$ cat config.mk
export PLATFORM = sky130hd
export DESIGN_NAME = utf8_to_utf16_decoder_unit_flat
export DESIGN_NICKNAME = d
export VERILOG_FILES = /design/src/design/u8u16_pkg.sv /design/src/design/u8u16_if.sv /design/src/design/u8u16_front.sv /design/src/design/u8u16_queue.sv /design/src/design/u8u16_back.sv /design/src/design/utf8_to_utf16_decoder_unit.sv /design/src/flat_wrapper.sv
export SDC_FILE = /design/constraint.sdc
export NUM_CORES = 1
export LEC_CHECK = 0
export ABC_AREA = 1
export BUFFER_PORTS_ARGS = -buffer_cell sky130_fd_sc_hd__buf_2
export CORE_MARGIN = 1.5
export CORE_UTILIZATION = 61
export CTS_CLUSTER_DIAMETER = 200
export DETAILED_ROUTE_END_ITERATION = 10
export GPL_ROUTABILITY_DRIVEN = 0
export PLACE_DENSITY = 0.77
export SLEW_MARGIN = 5
export SYNTH_ARGS = -nofsm -noshare
export SYNTH_HDL_FRONTEND = slang
export SYNTH_SLANG_ARGS = --single-unit
$ cat constraint.sdc
create_clock -name clk_i -period 8.18 [get_ports clk_i]
set_clock_uncertainty 0.05 [all_clocks]
set_input_delay 1.636 -clock clk_i [delete_from_list [all_inputs] [get_ports clk_i]]
set_output_delay 1.636 -clock clk_i [all_outputs]
set_load 0.005 [all_outputs]
$ cat src/design/u8u16_pkg.sv
// Shared types, constants and helper functions of the UTF-8 to UTF-16 decoder.
`timescale 1ns / 1ps
`default_nettype none

package u8u16_pkg;

  // Width of the byte position counters; positions wrap at 2**INDEX_BITS.
  localparam int unsigned INDEX_BITS = 16;
  localparam int unsigned UNIT_W     = 16;

  // Depth of the queue between front end and back end.
  localparam int unsigned QDEPTH = 4;
  localparam int unsigned QPTR_W = $clog2(QDEPTH);

  localparam logic [UNIT_W-1:0] QMARK     = 16'h003F;
  localparam logic [UNIT_W-1:0] MAX_RESET = 16'hFFFF;

  localparam logic [7:0] MASK_LEAD2 = 8'hE0;
  localparam logic [7:0] PAT_LEAD2  = 8'hC0;
  localparam logic [7:0] MASK_LEAD3 = 8'hF0;
  localparam logic [7:0] PAT_LEAD3  = 8'hE0;
  localparam logic [7:0] MASK_CONT  = 8'hC0;
  localparam logic [7:0] PAT_CONT   = 8'h80;

  typedef logic [INDEX_BITS-1:0] pos_t;

  typedef enum logic [1:0] {
    BC_ASCII,
    BC_LEAD2,
    BC_LEAD3,
    BC_BAD
  } byte_class_e;

  typedef enum logic [1:0] {
    ST_DONE       = 2'd0,
    ST_INCOMPLETE = 2'd1,
    ST_NO_SPACE   = 2'd2
  } status_e;

  // One queue entry per accepted byte: up to three candidate units plus
  // the end-of-string information.
  typedef struct packed {
    logic [2:0][UNIT_W-1:0] units;
    logic [1:0]             n_units;
    logic                   last_byte;
    logic                   incomplete;
    logic [UNIT_W-1:0]      stop_idx;
  } dec_entry_t;

  function automatic byte_class_e classify(input logic [7:0] b);
    byte_class_e c;
    if (b[7] == 1'b0) begin
      c = BC_ASCII;
    end else if ((b & MASK_LEAD2) == PAT_LEAD2) begin
      c = BC_LEAD2;
    end else if ((b & MASK_LEAD3) == PAT_LEAD3) begin
      c = BC_LEAD3;
    end else begin
      c = BC_BAD;
    end
    return c;
  endfunction

  function automatic logic is_cont(input logic [7:0] b);
    return (b & MASK_CONT) == PAT_CONT;
  endfunction

endpackage

`default_nettype wire

$ cat src/design/u8u16_if.sv
// Valid/ready channel interfaces for the byte input and the result output.
`timescale 1ns / 1ps
`default_nettype none

interface u8u16_byte_if;
  logic       valid;
  logic       ready;
  logic [7:0] in_byte;
  logic       end_of_string;

  modport source (output valid, output in_byte, output end_of_string, input ready);
  modport sink   (input valid, input in_byte, input end_of_string, output ready);
endinterface

interface u8u16_unit_if;
  logic        valid;
  logic        ready;
  logic [15:0] code_unit;
  logic        unit_valid;
  logic        final_item;
  logic [1:0]  status;
  logic [15:0] stop_index;
  logic [15:0] units_written;

  modport source (output valid, output code_unit, output unit_valid, output final_item,
                  output status, output stop_index, output units_written, input ready);
  modport sink   (input valid, input code_unit, input unit_valid, input final_item,
                  input status, input stop_index, input units_written, output ready);
endinterface

`default_nettype wire

$ cat src/design/u8u16_front.sv
// Front end: accepts bytes, tracks open sequences, emits candidate units per byte.
`timescale 1ns / 1ps
`default_nettype none

module u8u16_front (
  input  wire logic          clk_i,
  input  wire logic          rst_ni,
  u8u16_byte_if.sink         in_i,
  input  wire logic          full_i,
  output logic               push_o,
  output u8u16_pkg::dec_entry_t entry_o
);

  typedef struct packed {
    logic [1:0][u8u16_pkg::UNIT_W-1:0] units;
    logic [1:0]                        n;
    logic                              inc;
    u8u16_pkg::pos_t                   inc_pos;
    logic [1:0]                        next_cnt;
    logic [7:0]                        next_lead;
    logic [7:0]                        next_first;
    u8u16_pkg::pos_t                   next_lpos;
  } feed_res_t;

  // Byte seen with no sequence open.
  function automatic feed_res_t feed_new(input logic [7:0] b, input u8u16_pkg::pos_t pos,
                                         input logic last);
    feed_res_t r;
    r = '0;
    case (u8u16_pkg::classify(b))
      u8u16_pkg::BC_ASCII: begin
        r.units[0] = {8'h00, b};
        r.n        = 2'd1;
      end
      u8u16_pkg::BC_LEAD2, u8u16_pkg::BC_LEAD3: begin
        if (last) begin
          r.inc     = 1'b1;
          r.inc_pos = pos;
        end else begin
          r.next_cnt  = 2'd1;
          r.next_lead = b;
          r.next_lpos = pos;
        end
      end
      default: begin
        r.units[0] = u8u16_pkg::QMARK;
        r.n        = 2'd1;
      end
    endcase
    return r;
  endfunction

  // Byte seen with nothing held, or with just the lead held.
  function automatic feed_res_t feed_open(input logic held, input logic [7:0] lead,
                                          input u8u16_pkg::pos_t lpos, input logic [7:0] b,
                                          input u8u16_pkg::pos_t pos, input logic last);
    feed_res_t r;
    feed_res_t t;
    r = '0;
    t = '0;
    if (!held) begin
      r = feed_new(b, pos, last);
    end else if (u8u16_pkg::classify(lead) == u8u16_pkg::BC_LEAD2) begin
      if (u8u16_pkg::is_cont(b)) begin
        r.units[0] = {5'd0, lead[4:0], b[5:0]};
        r.n        = 2'd1;
      end else begin
        // lead dropped, byte decoded again as a new byte
        t          = feed_new(b, pos, last);
        r          = t;
        r.units[0] = u8u16_pkg::QMARK;
        r.units[1] = t.units[0];
        r.n        = t.n + 2'd1;
      end
    end else begin
      if (last) begin
        r.inc     = 1'b1;
        r.inc_pos = lpos;
      end else begin
        r.next_cnt   = 2'd2;
        r.next_lead  = lead;
        r.next_first = b;
        r.next_lpos  = lpos;
      end
    end
    return r;
  endfunction

  logic [1:0]      cnt_q, cnt_d;
  logic [7:0]      lead_q, lead_d;
  logic [7:0]      first_q, first_d;
  u8u16_pkg::pos_t lpos_q, lpos_d;
  u8u16_pkg::pos_t bpos_q, bpos_d;
  logic            accept;
  feed_res_t       t1, t2, nxt;
  u8u16_pkg::dec_entry_t e;

  assign in_i.ready = !full_i;
  assign accept     = in_i.valid && !full_i;
  assign push_o     = accept;
  assign entry_o    = e;

  always_comb begin
    t1 = '0;
    t2 = '0;
    e  = '0;
    if (cnt_q == 2'd2) begin
      if (u8u16_pkg::is_cont(first_q) && u8u16_pkg::is_cont(in_i.in_byte)) begin
        e.units[0] = {lead_q[3:0], first_q[5:0], in_i.in_byte[5:0]};
        e.n_units  = 2'd1;
      end else begin
        // lead dropped: the held first follower, then this byte, act as new bytes
        t1 = feed_new(first_q, u8u16_pkg::pos_t'(lpos_q + 1'b1), 1'b0);
        t2 = feed_open(t1.next_cnt[0], t1.next_lead, t1.next_lpos, in_i.in_byte, bpos_q,
                       in_i.end_of_string);
        e.units[0] = u8u16_pkg::QMARK;
        if (t1.n != 2'd0) begin
          e.units[1] = t1.units[0];
          e.units[2] = t2.units[0];
          e.n_units  = t2.n + 2'd2;
        end else begin
          e.units[1] = t2.units[0];
          e.units[2] = t2.units[1];
          e.n_units  = t2.n + 2'd1;
        end
      end
    end else begin
      t2 = feed_open(cnt_q[0], lead_q, lpos_q, in_i.in_byte, bpos_q, in_i.end_of_string);
      e.units[0] = t2.units[0];
      e.units[1] = t2.units[1];
      e.n_units  = t2.n;
    end
    nxt          = t2;
    e.last_byte  = in_i.end_of_string;
    e.incomplete = t2.inc;
    e.stop_idx   = u8u16_pkg::UNIT_W'(t2.inc_pos);
  end

  always_comb begin
    cnt_d   = cnt_q;
    lead_d  = lead_q;
    first_d = first_q;
    lpos_d  = lpos_q;
    bpos_d  = bpos_q;
    if (accept) begin
      if (in_i.end_of_string) begin
        cnt_d   = 2'd0;
        lead_d  = 8'h00;
        first_d = 8'h00;
        lpos_d  = '0;
        bpos_d  = '0;
      end else begin
        cnt_d   = nxt.next_cnt;
        lead_d  = nxt.next_lead;
        first_d = nxt.next_first;
        lpos_d  = nxt.next_lpos;
        bpos_d  = u8u16_pkg::pos_t'(bpos_q + 1'b1);
      end
    end
  end

  always_ff @(posedge clk_i or negedge rst_ni) begin
    if (!rst_ni) begin
      cnt_q   <= 2'd0;
      lead_q  <= 8'h00;
      first_q <= 8'h00;
      lpos_q  <= '0;
      bpos_q  <= '0;
    end else begin
      cnt_q   <= cnt_d;
      lead_q  <= lead_d;
      first_q <= first_d;
      lpos_q  <= lpos_d;
      bpos_q  <= bpos_d;
    end
  end

endmodule

`default_nettype wire

$ cat src/design/u8u16_queue.sv
// Small FIFO of decoded entries between front end and back end.
`timescale 1ns / 1ps
`default_nettype none

module u8u16_queue (
  input  wire logic                   clk_i,
  input  wire logic                   rst_ni,
  input  wire logic                   push_i,
  input  wire u8u16_pkg::dec_entry_t  push_data_i,
  output logic                        full_o,
  input  wire logic                   pop_i,
  output logic                        valid_o,
  output u8u16_pkg::dec_entry_t       data_o
);

  localparam logic [u8u16_pkg::QPTR_W:0] FullCount = (u8u16_pkg::QPTR_W+1)'(u8u16_pkg::QDEPTH);

  u8u16_pkg::dec_entry_t            mem_q [u8u16_pkg::QDEPTH];
  logic [u8u16_pkg::QPTR_W-1:0]     wptr_q, rptr_q;
  logic [u8u16_pkg::QPTR_W:0]       cnt_q, cnt_d;

  assign full_o  = (cnt_q == FullCount);
  assign valid_o = (cnt_q != '0);
  assign data_o  = mem_q[rptr_q];

  always_comb begin
    cnt_d = cnt_q;
    if (push_i && !(pop_i && valid_o)) begin
      cnt_d = cnt_q + 1'b1;
    end else if (!push_i && pop_i && valid_o) begin
      cnt_d = cnt_q - 1'b1;
    end
  end

  always_ff @(posedge clk_i) begin
    if (push_i) begin
      mem_q[wptr_q] <= push_data_i;
    end
  end

  always_ff @(posedge clk_i or negedge rst_ni) begin
    if (!rst_ni) begin
      wptr_q <= '0;
      rptr_q <= '0;
      cnt_q  <= '0;
    end else begin
      if (push_i) begin
        wptr_q <= wptr_q + 1'b1;
      end
      if (pop_i && valid_o) begin
        rptr_q <= rptr_q + 1'b1;
      end
      cnt_q <= cnt_d;
    end
  end

  a_no_overflow: assert property (@(posedge clk_i) disable iff (!rst_ni)
    push_i |-> !full_o || pop_i)
    else $error("queue push while full");

  a_no_underflow: assert property (@(posedge clk_i) disable iff (!rst_ni)
    pop_i |-> valid_o)
    else $error("queue pop while empty");

endmodule

`default_nettype wire

$ cat src/design/u8u16_back.sv
// Back end: issues units against the limit and closes each string with a status item.
`timescale 1ns / 1ps
`default_nettype none

module u8u16_back (
  input  wire logic                  clk_i,
  input  wire logic                  rst_ni,
  input  wire logic                  valid_i,
  input  wire u8u16_pkg::dec_entry_t entry_i,
  output logic                       pop_o,
  input  wire logic [15:0]           max_units_i,
  u8u16_unit_if.source               out_o
);

  logic [1:0]              slot_q, slot_d;
  logic [15:0]             cnt_q, cnt_d;
  logic                    stop_q, stop_d;
  logic                    ov_q, ov_d;
  logic [15:0]             cu_q, cu_d;
  logic                    uv_q, uv_d;
  logic                    fi_q, fi_d;
  u8u16_pkg::status_e      st_q, st_d;
  logic [15:0]             si_q, si_d;
  logic [15:0]             uw_q, uw_d;

  logic                    issue;
  logic [2:0]              n_slots;
  logic                    unit_slot;
  logic                    last_slot;
  logic [15:0]             cur_unit;

  assign issue     = valid_i && (!ov_q || out_o.ready);
  assign n_slots   = {1'b0, entry_i.n_units} + {2'b00, entry_i.last_byte};
  assign unit_slot = slot_q < entry_i.n_units;
  assign last_slot = (n_slots == 3'd0) || ({1'b0, slot_q} == n_slots - 3'd1);
  assign pop_o     = issue && last_slot;

  always_comb begin
    case (slot_q)
      2'd0:    cur_unit = entry_i.units[0];
      2'd1:    cur_unit = entry_i.units[1];
      2'd2:    cur_unit = entry_i.units[2];
      default: cur_unit = u8u16_pkg::QMARK;
    endcase
  end

  always_comb begin
    slot_d = slot_q;
    cnt_d  = cnt_q;
    stop_d = stop_q;
    ov_d   = ov_q && !out_o.ready;
    cu_d   = cu_q;
    uv_d   = uv_q;
    fi_d   = fi_q;
    st_d   = st_q;
    si_d   = si_q;
    uw_d   = uw_q;
    if (issue) begin
      slot_d = last_slot ? 2'd0 : slot_q + 2'd1;
      if (unit_slot) begin
        if (!stop_q) begin
          if (cnt_q < max_units_i) begin
            cnt_d = cnt_q + 16'd1;
            ov_d  = 1'b1;
            cu_d  = cur_unit;
            uv_d  = 1'b1;
            fi_d  = 1'b0;
            st_d  = u8u16_pkg::ST_DONE;
            si_d  = 16'd0;
            uw_d  = cnt_q + 16'd1;
          end else begin
            stop_d = 1'b1;
          end
        end
      end else if (entry_i.last_byte) begin
        // closing status; out of space takes precedence over a later short tail
        ov_d   = 1'b1;
        cu_d   = 16'd0;
        uv_d   = 1'b0;
        fi_d   = 1'b1;
        uw_d   = cnt_q;
        si_d   = 16'd0;
        if (stop_q) begin
          st_d = u8u16_pkg::ST_NO_SPACE;
        end else if (entry_i.incomplete) begin
          st_d = u8u16_pkg::ST_INCOMPLETE;
          si_d = entry_i.stop_idx;
        end else begin
          st_d = u8u16_pkg::ST_DONE;
        end
        cnt_d  = 16'd0;
        stop_d = 1'b0;
      end
    end
  end

  always_ff @(posedge clk_i) begin
    cu_q <= cu_d;
    uv_q <= uv_d;
    fi_q <= fi_d;
    st_q <= st_d;
    si_q <= si_d;
    uw_q <= uw_d;
  end

  always_ff @(posedge clk_i or negedge rst_ni) begin
    if (!rst_ni) begin
      slot_q <= 2'd0;
      cnt_q  <= 16'd0;
      stop_q <= 1'b0;
      ov_q   <= 1'b0;
    end else begin
      slot_q <= slot_d;
      cnt_q  <= cnt_d;
      stop_q <= stop_d;
      ov_q   <= ov_d;
    end
  end

  assign out_o.valid         = ov_q;
  assign out_o.code_unit     = cu_q;
  assign out_o.unit_valid    = uv_q;
  assign out_o.final_item    = fi_q;
  assign out_o.status        = st_q;
  assign out_o.stop_index    = si_q;
  assign out_o.units_written = uw_q;

  a_one_kind: assert property (@(posedge clk_i) disable iff (!rst_ni)
    ov_q |-> (uv_q ^ fi_q))
    else $error("result is neither a unit nor a status item");

  a_clear_after_final: assert property (@(posedge clk_i) disable iff (!rst_ni)
    (issue && !unit_slot && entry_i.last_byte) |=>
      (cnt_q == 16'd0) && !stop_q && (slot_q == 2'd0))
    else $error("string state not cleared after status item");

  a_stop_held: assert property (@(posedge clk_i) disable iff (!rst_ni)
    $fell(stop_q) |-> $past(issue && !unit_slot && entry_i.last_byte))
    else $error("out-of-space stop released before end of string");

endmodule

`default_nettype wire

$ cat src/design/utf8_to_utf16_decoder_unit.sv
// Top level: UTF-8 byte stream to UTF-16 code units with per-string status.
//
// Input channel in_i carries one UTF-8 byte per transfer; end_of_string marks
// the last byte of a string. Output channel out_o carries result items: one per
// produced code unit (unit_valid = 1), then one status item (final_item = 1)
// per string with status, stop_index and units_written.
// cfg_we_i / cfg_wdata_i write max_units; write only while the block is idle.
// The first result of a byte passes through the queue, then the output register.
// Throughput: one byte per cycle while each byte yields at most one result and
// the receiver accepts every result. The back end issues the candidate units and
// the status item of an entry in turn and then pops it, so an entry with several
// holds up the entries behind it; a four-entry queue between front end and back
// end absorbs these bursts, and in_i.ready drops only when that queue is full.
// A stalled receiver holds the output register; the queue keeps filling until
// full, then input stalls. Nothing is lost or repeated.
// Reset: max_units returns to 65535, all string state clears, no results pend.
`timescale 1ns / 1ps
`default_nettype none

module utf8_to_utf16_decoder_unit (
  input  wire logic        clk_i,
  input  wire logic        rst_ni,
  input  wire logic        cfg_we_i,
  input  wire logic [15:0] cfg_wdata_i,
  u8u16_byte_if.sink       in_i,
  u8u16_unit_if.source     out_o
);

  logic [15:0]           max_units_q;
  logic                  push;
  logic                  full;
  logic                  pop;
  logic                  q_valid;
  u8u16_pkg::dec_entry_t push_entry;
  u8u16_pkg::dec_entry_t head_entry;

  always_ff @(posedge clk_i or negedge rst_ni) begin
    if (!rst_ni) begin
      max_units_q <= u8u16_pkg::MAX_RESET;
    end else if (cfg_we_i) begin
      max_units_q <= cfg_wdata_i;
    end
  end

  u8u16_front u_front (
    .clk_i   (clk_i),
    .rst_ni  (rst_ni),
    .in_i    (in_i),
    .full_i  (full),
    .push_o  (push),
    .entry_o (push_entry)
  );

  u8u16_queue u_queue (
    .clk_i       (clk_i),
    .rst_ni      (rst_ni),
    .push_i      (push),
    .push_data_i (push_entry),
    .full_o      (full),
    .pop_i       (pop),
    .valid_o     (q_valid),
    .data_o      (head_entry)
  );

  u8u16_back u_back (
    .clk_i       (clk_i),
    .rst_ni      (rst_ni),
    .valid_i     (q_valid),
    .entry_i     (head_entry),
    .pop_o       (pop),
    .max_units_i (max_units_q),
    .out_o       (out_o)
  );

endmodule

`default_nettype wire
$ cat src/flat_wrapper.sv
// flat-port wrapper written by rule: the top's interface ports become plain ports
module utf8_to_utf16_decoder_unit_flat 
  (clk_i, rst_ni, cfg_we_i, cfg_wdata_i, in_i_valid, in_i_in_byte, in_i_end_of_string, in_i_ready, out_o_valid, out_o_code_unit, out_o_unit_valid, out_o_final_item, out_o_status, out_o_stop_index, out_o_units_written, out_o_ready);
  u8u16_byte_if in_i_i ();
  u8u16_unit_if out_o_i ();
  input  wire logic clk_i;
  input  wire logic rst_ni;
  input  wire logic cfg_we_i;
  input  wire logic [15:0] cfg_wdata_i;
  input wire logic [$bits(in_i_i.valid)-1:0] in_i_valid;
  input wire logic [$bits(in_i_i.in_byte)-1:0] in_i_in_byte;
  input wire logic [$bits(in_i_i.end_of_string)-1:0] in_i_end_of_string;
  output wire logic [$bits(in_i_i.ready)-1:0] in_i_ready;
  output wire logic [$bits(out_o_i.valid)-1:0] out_o_valid;
  output wire logic [$bits(out_o_i.code_unit)-1:0] out_o_code_unit;
  output wire logic [$bits(out_o_i.unit_valid)-1:0] out_o_unit_valid;
  output wire logic [$bits(out_o_i.final_item)-1:0] out_o_final_item;
  output wire logic [$bits(out_o_i.status)-1:0] out_o_status;
  output wire logic [$bits(out_o_i.stop_index)-1:0] out_o_stop_index;
  output wire logic [$bits(out_o_i.units_written)-1:0] out_o_units_written;
  input wire logic [$bits(out_o_i.ready)-1:0] out_o_ready;
  assign in_i_i.valid = in_i_valid;
  assign in_i_i.in_byte = in_i_in_byte;
  assign in_i_i.end_of_string = in_i_end_of_string;
  assign in_i_ready = in_i_i.ready;
  assign out_o_valid = out_o_i.valid;
  assign out_o_code_unit = out_o_i.code_unit;
  assign out_o_unit_valid = out_o_i.unit_valid;
  assign out_o_final_item = out_o_i.final_item;
  assign out_o_status = out_o_i.status;
  assign out_o_stop_index = out_o_i.stop_index;
  assign out_o_units_written = out_o_i.units_written;
  assign out_o_i.ready = out_o_ready;
  utf8_to_utf16_decoder_unit u_core (.clk_i(clk_i), .rst_ni(rst_ni), .cfg_we_i(cfg_we_i), .cfg_wdata_i(cfg_wdata_i), .in_i(in_i_i), .out_o(out_o_i));
endmodule
# Word-level counts from Yosys, hierarchy flattened

Memories as Yosys holds them, arrays and structs flattened.
Cells that the tools add are included.

Word-level logic and storage cells: 238
Memories: 1
Output and inout bits: 54
Input port bits: 30
Register bits: 145
Memory bits (writable): 272

Add/sub/neg operators: 14
Eq/ne operators: 30
Magnitude comparators: 2
Multiplexer cells: 137
Reduce and logical (&&, ||, !) cells: 35

Memory list:

| name                 | words | width | read ports | clocked after memory_dff | write ports | line              | text |
|---|---|---|---|---|---|---|---|
| u_core.u_queue.mem_q | 4     | 68    | 1          | 0                        | 1           | u8u16_queue.sv:18 | `u8u16_pkg::dec_entry_t mem_q [u8u16_pkg::QDEPTH];` |

Operator list:

| cell                    | count |
|---|---|
| $mux W16                | 26 |
| $mux W85                | 4 |
| $mux W51                | 6 |
| $mux W18                | 12 |
| $mux W34                | 5 |
| $mux W27                | 4 |
| $pmux W10 S2            | 5 |
| $mux W2                 | 36 |
| $mux W32                | 2 |
| $mux W17                | 3 |
| $add A16 B1 Y16 const B | 3 |
| $pmux W16 S3            | 1 |
| $mux W9                 | 4 |
| $mux W13                | 2 |
| $mux W1                 | 23 |
| $eq A2 B2 Y1 const B    | 9 |
| $eq A2 B1 Y1 const B    | 8 |
| $eq A4 B4 Y1 const B    | 4 |
| $lt A16 B16 Y1          | 1 |
| $mux W8                 | 2 |
| $eq A3 B3 Y1 const B    | 5 |
| $add A2 B1 Y2 const B   | 6 |
| $logic_not A2 Y1        | 6 |
| $reduce_or A2 Y1        | 5 |
| 18 further kinds        | 36 |

# Logic depth before layout (Yosys ltp)

Depth in word-level cells: 41
Depth in mapped cells: 21
Gate-level depth less buffers: 21

# Modules after synthesis

Synthesis repeated with hierarchy kept, for this count alone.

Cell total of the unflattened synthesis: 2065
Area total of the unflattened synthesis: 20115.5 um^2

Modules (own cells, without submodules):

| module                     | instances | area an instance (um^2) | cells an instance | sequential area each (um^2) |
|---|---|---|---|---|
| u8u16_queue                | 1         | 10517.6                 | 712               | 8343.0 |
| u8u16_front                | 1         | 4904.7                  | 828               | 1251.2 |
| u8u16_back                 | 1         | 4028.9                  | 457               | 2062.0 |
| utf8_to_utf16_decoder_unit | 1         | 664.4                   | 68                | 420.4 |

# Worst setup path before layout

OpenSTA, ideal clock, no wires.

Path type: in2reg
Start point: in in_i_valid
End point: mem u_core.u_queue.mem_q[0][0] in the netlist's numbering, enable pin
Cell stages on the path: 3
Buffers on the path: 1
Data arrival time: 4.400 ns
Data required time: 7.656 ns
Slack: 3.256 ns
Cells stage by stage: nand2_2 > buf_1 > nor2_1

Longest elaborated chain between the ends: 3

Ends and longest elaborated chain:

| what                          | line               | text |
|---|---|---|
| from (decl)                   | flat_wrapper.sv:10 | `input wire logic [$bits(in_i_i.valid)-1:0] in_i_valid;` |
| $logic_and A1 B1 Y1           | u8u16_front.sv:99  | `assign accept = in_i.valid && !full_i;` |
| $mux W1                       | u8u16_queue.sv:36  | `if (push_i) begin` |
| $mux W1 (not written as such) | u8u16_queue.sv:37  | `mem_q[wptr_q] <= push_data_i;` |
| to (decl)                     | u8u16_queue.sv:18  |  |

No other way between the ends.

# Worst setup path after layout

Start point: reg u_core.u_queue.rptr_q[0] in the netlist's numbering
End point: reg u_core.u_back.cu_q[13], in the netlist u_core.u_back.out_o.code_unit[13], enable pin

Longest elaborated chain between the ends: 4

Ends and longest elaborated chain:

| what                                                 | line              | text |
|---|---|---|
| from (decl)                                          | u8u16_queue.sv:19 | `logic [u8u16_pkg::QPTR_W-1:0] wptr_q, rptr_q;` |
| from (signal assigned)                               | u8u16_queue.sv:51 | `rptr_q <= rptr_q + 1'b1;` |
| $mem_v2 Z4 W68 *                                     | -                 |  |
| $lt A2 B2 Y1                                         | u8u16_back.sv:34  | `assign unit_slot = slot_q < entry_i.n_units;` |
| $ne A2 B1 Y1 (no line), or another cell as far along | -                 |  |
| $reduce_and A4 Y1 (no line) *                        | -                 |  |
| to (signal assigned)                                 | u8u16_back.sv:98  | `cu_q <= cu_d;` |
| to (decl)                                            | u8u16_back.sv:19  | `logic [15:0] cu_q, cu_d;` |

Every way passes the cells marked *; elsewhere a longest branch is shown, timed or not.
A chain may end at the register's enable or synchronous reset.

==> run_results.csv <==
group,metric,value,unit
detailed_routing,route.met3.wl,4.65,mm
sta,finalSetupViolations,0,
finish,final_cells,2333,
sta,slew_violations,0,
clock_tree,cts.path.max_buffers,3,
yosys,synthTopCellsByArea,"edfxtp_1 (47%), dfrtp_1 (11%), nand2_1 (7.4%)",
power,ir_drop,0.323,mV
setup_path,worstPathArrival,5.21,ns
power,total_leakage_power,7.88,nW
yosys,synth_ff_type,"edfxtp_1",
setup_path,worstSetupStartpointType,"register",
sta,tightest_slew,1.01,ns
clock_tree,post_cts_buffers,0,
finish,fin_util,69.8,%
sta,hold-worst-slack,0.428,ns
detailed_routing,top_layer,"met4",
yosys,yosysWarnings,0,
yosys,syn_inst,1855,
die,fp.dieArea,30700,µm²
detailed_routing,drt_first_pass_iters,6,
setup_path,endpoint_kind,"register",
yosys,synthArstFlopShare,24.7,%
detailed_routing,wl_met2,20.9,mm
sta,min_period,5.08,ns
sta,max_freq,0.197,GHz
flow_run,cap_violations,0,
finish,layout-drive-gt1-share,10.8,%
clock_tree,ctsHoldBuffers,0,
global_routing,grt_max_degree,100,
clock_tree,cts_num_sinks,377,
detailed_routing,drtAntennaViolNets,0,
yosys,ys_seq_area_share,60.2,%
global_routing,antenna_found_initial,0,
finish,synthToLayoutAreaGrowth,11.8,%
yosys,syn_area,18100,µm²
placed_design,hpwl,29.7,mm
placed_design,portBuffers,83,
die,row_count,62,
yosys,synth_top_area_cell,"edfxtp_1",
clock_tree,cts_resized,0,
placed_design,pre_cts_slack,3.09,ns
yosys,synth_cell_types,56,
sta,rsz0062_at_grt,"false",
clock_tree,htreeDepth,2,
sta,setup-tns-final,0,ns
sta,fin_crit_sh,62.2,%
detailed_routing,met1Wirelength,18.7,mm
sta,hold_viol_final,0,
yosys,synth_edf_count,284,
global_routing,grt_pass1_wl,72.7,mm
global_routing,grt_usage,30.4,%
die,io_pins,84,
run_status,run_status,"finished, final reports clean",
clock_tree,path_clk_slew,0.06,ns
finish,finalNetCount,1985,
detailed_routing,drt_iter0_markers,2171,
setup_path,critPathKind,"register to register",
clock_tree,root_buffer,"clkbuf_16",
clock_tree,numCtsBuffers,39,
die,die_h,175,µm
yosys,synth_top_cell_area_share,47.2,%
clock_tree,clock_latency,0.54,ns
detailed_routing,post_drt_wl_per_cell,19.8,µm
global_routing,grt_pass1_vias,13700,
power,powerDensity,356,nW/µm²
clock_tree,cts_tree,"done",
die,chipWidth,175,µm
detailed_routing,routed_wl,46.1,mm
die,coreArea,28900,µm²
yosys,syn_avg_cell_area,9.74,µm²
yosys,yosys_register_bits,377,
die,initial_core_util,62.4,%
finish,antenna_cells,0,
sta,max-slew-margin-rel,32.4,%
global_routing,grt_overflow,0,
worst_hold_path,min_path_type,"register to register",
detailed_routing,vias,14500,
detailed_routing,drc,0,
setup_path,required,8.30,ns
placed_design,placed_cells,2261,
setup_path,path_max_fanout,76,
detailed_routing,vias_per_cell,6.22,
sta,layout_setup_ws,3.10,ns
layout make-up:
class                           instances  area [µm²]
Sequential cell                       377       10900
Fill cell                            2143        8740
Multi-Input combinational cell       1240        6280
Clock buffer                           45        1040
Inverter                              164         616
Timing Repair Buffer                   96         515
Tap cell                              384         480
Clock inverter                         27         383
critical path, cell delays in order (launching register included):
cell	delay (ns)
dfrtp_4	0.59
inv_2	0.55
buf_4	0.72
nand2_1	0.11
a32oi_1	0.26
inv_1	0.08
ha_1	0.29
nand2_2	0.07
nand2_4	0.25
inv_2	0.25
nand2_2	0.34
nand2_4	0.21
inv_2	0.36
buf_4	0.52
state kept, by name (all words and copies together) (netlist names), 2 cells and up:
signal	cells
u_core.u_queue.mem_q	232
u_core.max_units_q	16
u_core.u_back.cnt_q	16
u_core.u_back.out_o.code_unit	16
u_core.u_back.out_o.stop_index	16
u_core.u_back.out_o.units_written	16
u_core.u_front.bpos_q	16
u_core.u_front.lpos_q	16
u_core.u_front.first_q	8
u_core.u_front.lead_q	8
u_core.u_queue.cnt_q	3
u_core.u_back.out_o.status	2
u_core.u_back.slot_q	2
u_core.u_front.cnt_q	2
u_core.u_queue.rptr_q	2
u_core.u_queue.wptr_q	2
stage by stage:
| step | power, mW | cell area (µm²) |
|---|---|---|
| after floorplan | 4.51 | 18100 |
| after global placement | 5.19 | 18800 |
| after detailed placement | 5.26 | 18800 |
| after CTS | 7.19 | 20200 |
| after global routing | 7.59 | 20200 |
| final | 7.19 | 20200 |
Yosys cell counts, types with 2 or more instances:
| cell | instances |
|---|---|
| buf_1 | 5 |
| nor2_4 | 3 |
| nand3_1 | 88 |
| o32ai_1 | 12 |
| o21ai_1 | 6 |
| a41oi_1 | 6 |
| edfxtp_1 | 284 |
| inv_2 | 10 |
| a22o_1 | 3 |
| o31ai_1 | 3 |
| buf_4 | 5 |
| dfstp_2 | 16 |
| buf_2 | 18 |
| nand3_2 | 2 |
| o21a_1 | 4 |
| inv_1 | 154 |
| nand2_4 | 2 |
| nand2_2 | 5 |
| o21bai_1 | 9 |
| nand2_1 | 355 |
| o21ai_0 | 207 |
| ha_1 | 36 |
| xor2_1 | 11 |
| a32oi_1 | 5 |
| o2111ai_1 | 2 |
| clkbuf_1 | 55 |
| nor3b_1 | 4 |
| o221ai_1 | 3 |
| nand4_1 | 31 |
| a31oi_1 | 14 |
| o211ai_1 | 9 |
| o22ai_1 | 63 |
| dfrtp_1 | 77 |
| nor3_1 | 24 |
| nor2_1 | 219 |
| a211oi_1 | 5 |
| nand3b_1 | 2 |
| a21oi_1 | 80 |
kinds of logic (layout without fill, tap and decap cells):
| family | after synthesis | after routing | synth area share [%] |
|---|---|---|---|
| AND/OR/NAND/NOR | 741 | 741 | 17.2 |
| AO/OA/AOI/OAI | 437 | 437 | 13.9 |
| flip-flops | 377 | 377 | 60.2 |
| buffers and inverters | 249 | 332 | 5.45 |
| adder cells (fa/ha/maj) | 37 | 37 | 2.60 |
| XOR/XNOR | 11 | 11 | 0.533 |
| multiplexers | 2 | 2 | 0.118 |
| other | 1 | 12 | 0.0208 |
placed cells by master (no fill, tap or decap), types with 8 or more instances in the layout:
| cell type | n |
|---|---|
| a21oi_1 | 80 |
| nand3_1 | 88 |
| buf_2 | 82 |
| o211ai_1 | 9 |
| o21bai_1 | 9 |
| dfstp_2 | 16 |
| inv_1 | 152 |
| a31oi_1 | 14 |
| o22ai_1 | 63 |
| inv_2 | 11 |
| conb_1 | 12 |
| nand4_1 | 31 |
| clkbuf_16 | 40 |
| dfrtp_1 | 75 |
| nor2_1 | 215 |
| edfxtp_1 | 284 |
| nor3_1 | 24 |
| buf_4 | 14 |
| o32ai_1 | 12 |
| nand2_1 | 355 |
| xor2_1 | 11 |
| ha_1 | 36 |
| o21ai_0 | 207 |
| bufinv_16 | 8 |
layer usage:
metal | vias to the layer above | GRT usage (%)
met5 | - | 0
met4 | 0 | 12.1
met3 | 153 | 4.48
met2 | 880 | 47.4
met1 | 6851 | 43.3
li1 | 6622 | -
final timing paths:
path,startpoint,to,slack (ns),cells after the start
setup / recovery,u_core.u_queue.rptr_q[0]$_DFFE_PN0P_,u_core.u_back.out_o.code_unit[13]$_SDFFCE_PN0P_,3.10,13
max in group asynchronous,rst_ni,u_core.u_queue.rptr_q[0]$_DFFE_PN0P_,5.81,2
setup reg to reg,u_core.u_queue.rptr_q[0]$_DFFE_PN0P_,u_core.u_back.out_o.code_unit[13]$_SDFFCE_PN0P_,3.10,13
hold / removal,u_core.u_front.lead_q[7]$_DFFE_PN0P_,u_core.u_front.lead_q[7]$_DFFE_PN0P_,0.43,2
hold reg to reg,u_core.u_front.lead_q[7]$_DFFE_PN0P_,u_core.u_front.lead_q[7]$_DFFE_PN0P_,0.43,2
min in group asynchronous,rst_ni,u_core.u_front.bpos_q[8]$_DFFE_PN0P_,0.97,1
power by group:
part	internal (mW)	total [mW]	switching, mW
clock network	1.18	1.92	0.748
logic	0.648	2.39	1.74
registers	2.70	2.88	0.184
Power figures use the tool's default switching activity.
